### config.mk
export PLATFORM = sky130hd
export DESIGN_NAME = bmhq_ctrl
export DESIGN_NICKNAME = d
export VERILOG_FILES = /design/src/design/bmhq_pkg.sv /design/src/design/bmhq_ctrl.sv
export SDC_FILE = /design/constraint.sdc
export NUM_CORES = 1
export LEC_CHECK = 0
export BUFFER_PORTS_ARGS = -buffer_cell sky130_fd_sc_hd__buf_2
export CORE_MARGIN = 2
export CORE_UTILIZATION = 30
export CTS_CLUSTER_SIZE = 40
export DETAILED_ROUTE_END_ITERATION = 16
export GPL_ROUTABILITY_DRIVEN = 0
export RECOVER_POWER = 25
export SLEW_MARGIN = 20
export SYNTH_ARGS = -nofsm -noshare
export SYNTH_HDL_FRONTEND = slang
export SYNTH_SLANG_ARGS = --single-unit
### constraint.sdc
create_clock -name clk -period 2.8 [get_ports clk]
set_input_delay 0.42 -clock clk [delete_from_list [all_inputs] [get_ports clk]]
set_output_delay 0.42 -clock clk [all_outputs]
set_load 0.02 [all_outputs]
### src/design/bmhq_pkg.sv
// ----------------------------------------------------------------------------
// bmhq_pkg
// Shared types and constants of the binary min-heap queue: entry widths,
// operation and status codes, controller states and the command and status
// groups that join the controller to the datapath.
// ----------------------------------------------------------------------------
package bmhq_pkg;

    localparam int KEY_W    = 32;
    localparam int PAY_W    = 16;
    localparam int ENT_W    = KEY_W + PAY_W;
    localparam int STATUS_W = 2;

    typedef enum logic {
        OP_INSERT = 1'b0,
        OP_POP    = 1'b1
    } op_t;

    typedef enum logic [STATUS_W-1:0] {
        ST_INSERTED = 2'd0,
        ST_POPPED   = 2'd1,
        ST_EMPTY    = 2'd2,
        ST_FULL     = 2'd3
    } status_t;

    typedef enum logic [2:0] {
        S_IDLE,
        S_UP_CHECK,
        S_UP_CMP,
        S_POP_TAKE,
        S_DN_CHECK,
        S_DN_CMP,
        S_RESULT
    } state_t;

    // Commands from the controller to the datapath.
    typedef struct packed {
        logic    ins_start;
        logic    pop_start;
        logic    pop_take;
        logic    rd_parent;
        logic    rd_kids;
        logic    wr_entry;
        logic    move_up;
        logic    move_down;
        logic    set_status;
        status_t status_code;
        logic    load_result;
    } dp_cmd_t;

    // Conditions reported by the datapath to the controller.
    typedef struct packed {
        logic full;
        logic empty;
        logic pos_zero;
        logic count_zero;
        logic parent_greater;
        logic has_left;
        logic child_less;
        logic out_free;
    } dp_stat_t;

endpackage

### src/design/bmhq_ctrl.sv
// ----------------------------------------------------------------------------
// bmhq_ctrl
// Controller of the heap queue: takes a request, steps the sift up or sift
// down one level at a time, in a check state and a compare state, and hands the result to the output register.
// ----------------------------------------------------------------------------
module bmhq_ctrl (
    input  logic               clk,
    input  logic               rst_n,
    input  logic               req_valid,
    input  logic               req_op,
    output logic               req_ready,
    input  bmhq_pkg::dp_stat_t stat,
    output bmhq_pkg::dp_cmd_t  cmd
);
    import bmhq_pkg::*;

    state_t state_reg, state_next;

    always_comb
    begin
        state_next = state_reg;
        unique case (state_reg)
            S_IDLE:
            begin
                if (req_valid)
                begin
                    if (req_op == OP_INSERT && !stat.full)
                    begin
                        state_next = S_UP_CHECK;
                    end
                    else if (req_op == OP_POP && !stat.empty)
                    begin
                        state_next = S_POP_TAKE;
                    end
                    else
                    begin
                        state_next = S_RESULT;
                    end
                end
            end
            S_UP_CHECK: state_next = stat.pos_zero ? S_RESULT : S_UP_CMP;
            S_UP_CMP:   state_next = stat.parent_greater ? S_UP_CHECK : S_RESULT;
            S_POP_TAKE: state_next = stat.count_zero ? S_RESULT : S_DN_CHECK;
            S_DN_CHECK: state_next = stat.has_left ? S_DN_CMP : S_RESULT;
            S_DN_CMP:   state_next = stat.child_less ? S_DN_CHECK : S_RESULT;
            S_RESULT:
            begin
                if (stat.out_free)
                begin
                    state_next = S_IDLE;
                end
            end
            default:    state_next = S_IDLE;
        endcase
    end

    always_comb
    begin
        cmd       = '0;
        req_ready = 1'b0;
        unique case (state_reg)
            S_IDLE:
            begin
                req_ready = 1'b1;
                if (req_valid)
                begin
                    cmd.set_status = 1'b1;
                    if (req_op == OP_INSERT)
                    begin
                        if (stat.full)
                        begin
                            cmd.status_code = ST_FULL;
                        end
                        else
                        begin
                            cmd.status_code = ST_INSERTED;
                            cmd.ins_start   = 1'b1;
                        end
                    end
                    else
                    begin
                        if (stat.empty)
                        begin
                            cmd.status_code = ST_EMPTY;
                        end
                        else
                        begin
                            cmd.status_code = ST_POPPED;
                            cmd.pop_start   = 1'b1;
                        end
                    end
                end
            end
            S_UP_CHECK:
            begin
                cmd.wr_entry  = stat.pos_zero;
                cmd.rd_parent = !stat.pos_zero;
            end
            S_UP_CMP:
            begin
                cmd.move_up  = stat.parent_greater;
                cmd.wr_entry = !stat.parent_greater;
            end
            S_POP_TAKE:
            begin
                cmd.pop_take = 1'b1;
            end
            S_DN_CHECK:
            begin
                cmd.rd_kids  = stat.has_left;
                cmd.wr_entry = !stat.has_left;
            end
            S_DN_CMP:
            begin
                cmd.move_down = stat.child_less;
                cmd.wr_entry  = !stat.child_less;
            end
            S_RESULT:
            begin
                cmd.load_result = stat.out_free;
            end
            default:
            begin
                cmd = '0;
            end
        endcase
    end

    always_ff @(posedge clk or negedge rst_n)
    begin
        if (!rst_n)
        begin
            state_reg <= S_IDLE;
        end
        else
        begin
            state_reg <= state_next;
        end
    end

    a_ready_idle: assert property (@(posedge clk) disable iff (!rst_n)
        (req_valid && req_ready) |=> state_reg != S_IDLE)
        else $error("accepted request left the controller idle");

    a_load_free: assert property (@(posedge clk) disable iff (!rst_n)
        cmd.load_result |-> stat.out_free)
        else $error("result loaded over an untaken result");

endmodule

==> results.cfg <==
[floorplanning]
die_y_um = 42.2
start_util_pct = 32.7
die-area_um2 = 1780
core-area_um2 = 1330
io_pins = 25
dieWidth_um = 42.2
rows = 13

[hold_path]
min_path_type = in2reg
hold_path.startpoint = stat[0]

[finish]
fin_util_pct = 43.5
largest_register_ff_count = 3
antennaDiodeCount = 0
nets = 95
area_delta_synth_final_pct = 33.0
drive_gt1_share_pct = 40.2
final_cells = 97

[global_routing]
grt_overflow = 0
grt_pass1_vias = 410
grt_pass1_wl_um = 1700
antenna_found_initial = 0
grt_max_degree = 20
grt_usage_pct = 12.5

[power_and_ir_drop]
pwr-share-seq_pct = 25.0
power_frac_comb_pct = 61.0
ir_drop_mv = 0.276
switching_share_pct = 49.9
p_leak_uw = 0.000311
total_power_uw = 554
internal-power_uw = 277
power.clock.fraction_pct = 14.0
powerDensity_nw_per_um2 = 954
p_switching_uw = 276

[sta]
finalHoldViolCount = 0
maxSlewViolCount = 0
layout_setup_ws_ps = 628
grt_setup_unrepaired = no
max_freq_mhz = 460
setup_tns_ps = 0
finalClockSkew_ps = 4.00
worst_slew_pin_slew_ps = 474
finalSetupViolCount = 0
min_period_ps = 2170
worst_slew_margin_rel_pct = 68.4
fin_crit_sh_pct = 77.6

[clock_network]
cts_tree = done
cts_sinks = 3
cts_max_path_buffers = 2
clk_pin_slew_ps = 40
cts-buffers-inserted = 3
htree_levels = 1
clk_latency_ps = 230
postCtsSetupBuffers = 0
cts_resized = 0
root_buffer = clkbuf_4

[synthesis]
synthCells = 57
synth_area_um2 = 437
ys_types = 29
ys_ff_latch = 3
syn_avg_cell_area_um2 = 7.66
syn-num-nets = 69
ys_seq_area_share_pct = 17.2
yosysWarnings = 0

[drt]
dr.pass1.iters = 2
route.vias.total = 488
first_iter_violations = 5
avgRoutedWirePerCell_um = 11.1
drcViolationCount = 0
final_antenna_net_count = 0
avgViaCountPerCell = 5.03
drt-total-wl_um = 1080

[placed_design]
dp_cells = 92
pre_cts_ws_ps = 873
portBuffers = 24
dp_hpwl_um = 810

[setup_path]
path_cells = or3_4, inv_2, nand2_4, a211oi_2, buf_2
crit_path_end_kind = output pin
path_class = reg2out
crit_arrival_ps = 1750
max_stage_delay_ps = 540
crit_family = flip-flops
crit_required_ps = 2380
cp-start-kind = flop
cp_num_buf_inv = 2
cp-startpoint = state_reg[1]
cp_slowest_cell = dfrtp_1
crit_fanout = 19
r2r-start = state_reg[1]

[run]
drv_cap = 0

[outcome]
status = completed
## cells in the mapped netlist
cell | count | area (µm²)
or4_4 | 1 | 11.3
inv_1 | 4 | 15.0
nor3_1 | 4 | 20.0
and3b_1 | 2 | 17.5
nor2_1 | 2 | 7.51
nor2b_1 | 4 | 25.0
or3b_2 | 1 | 8.76
inv_2 | 1 | 3.75
a211oi_2 | 1 | 12.5
a21oi_1 | 3 | 15.0
nor4b_1 | 2 | 17.5
o221ai_2 | 1 | 15.0
a221o_1 | 1 | 10.0
and2_1 | 1 | 6.26
o21bai_1 | 1 | 7.51
nor3b_2 | 1 | 12.5
and3_1 | 2 | 12.5
nor4_1 | 1 | 6.26
nor4bb_1 | 2 | 20.0
buf_6 | 1 | 11.3
o21ai_0 | 2 | 10.0
buf_2 | 3 | 15.0
o221a_1 | 1 | 11.3
nand2_1 | 8 | 30.0
mux2i_1 | 1 | 10.0
nor3b_1 | 1 | 7.51
or3_4 | 1 | 11.3
dfrtp_1 | 3 | 75.1
nand2_4 | 1 | 11.3
## placed cells by master (no fill, tap or decap), drive strengths merged, types with 2 or more instances in the layout
cell and n:
nor2b 4, and3b 2, nor4b 2, inv 5, nor3b 2, nor2 2, and3 2, a21oi 3
o21ai 2, nor3 4, nor4bb 2, clkbuf 5, buf 23, nand2 9, dfrtp 3
## per-stage QoR
step | instance area, µm² | hold slack (ps)
global placement | 549 | 219
CTS | 586 | 434
detailed placement | 549 | 220
floorplan | 437 | 124
finish | 581 | 448
global route | 581 | 446
## routing by layer
metal / share of wire (%) / GRT usage, %
met1: 48 / 17.0
met2: 47 / 17.2
met3: 4.8 / 3.45
met4: 0.83 / 7.50
met5: 0 / 0
## kinds of logic after synthesis
group / Yosys count / synth area share (%)
AO/OA/AOI/OAI: 10 / 18.6
flip-flops: 3 / 17.2
AND/OR/NAND/NOR: 34 / 51.6
buffers and inverters: 9 / 10.3
multiplexers: 1 / 2.29
## worst reg2reg max path, stage by stage, from the launching register on
cell	delay, ps
dfrtp_1	540
or4_1	590
nand2_1	130
o221ai_2	100
## power groups by stage
stage,clock (µW),combinational [µW],sequential (µW)
after floorplan,0,336,80.2
after global placement,0,342,138
after detailed placement,0,345,138
after CTS,82.0,346,138
after global routing,83.0,370,147
final,77.5,338,138
## area by class of cell
| type | instances | area [µm²] |
|---|---|---|
| Tap cell | 15 | 18.8 |
| Multi-Input combinational cell | 45 | 313 |
| Clock buffer | 4 | 26.3 |
| Timing Repair Buffer | 25 | 129 |
| Inverter | 5 | 18.8 |
| Fill cell | 147 | 753 |
| Sequential cell | 3 | 75.1 |
## what timing repair did
item / in CTS / in global routing
hold endpoints to repair: 3 / 0
setup endpoints to repair: 0 / 0
hold buffers: 1 / 0
## final timing paths
path                            cells after the start      endpoint  slack (ps)
worst max-delay path                                5        cmd[1]         630
min in group asynchronous                           2  state_reg[2]         530
max in group asynchronous                           2  state_reg[0]        2100
worst min register to register                      2  state_reg[2]         800
worst min-delay path                                2  state_reg[2]         450
worst max register to register                      3  state_reg[2]        1320
(Power assumes the default switching activity.)
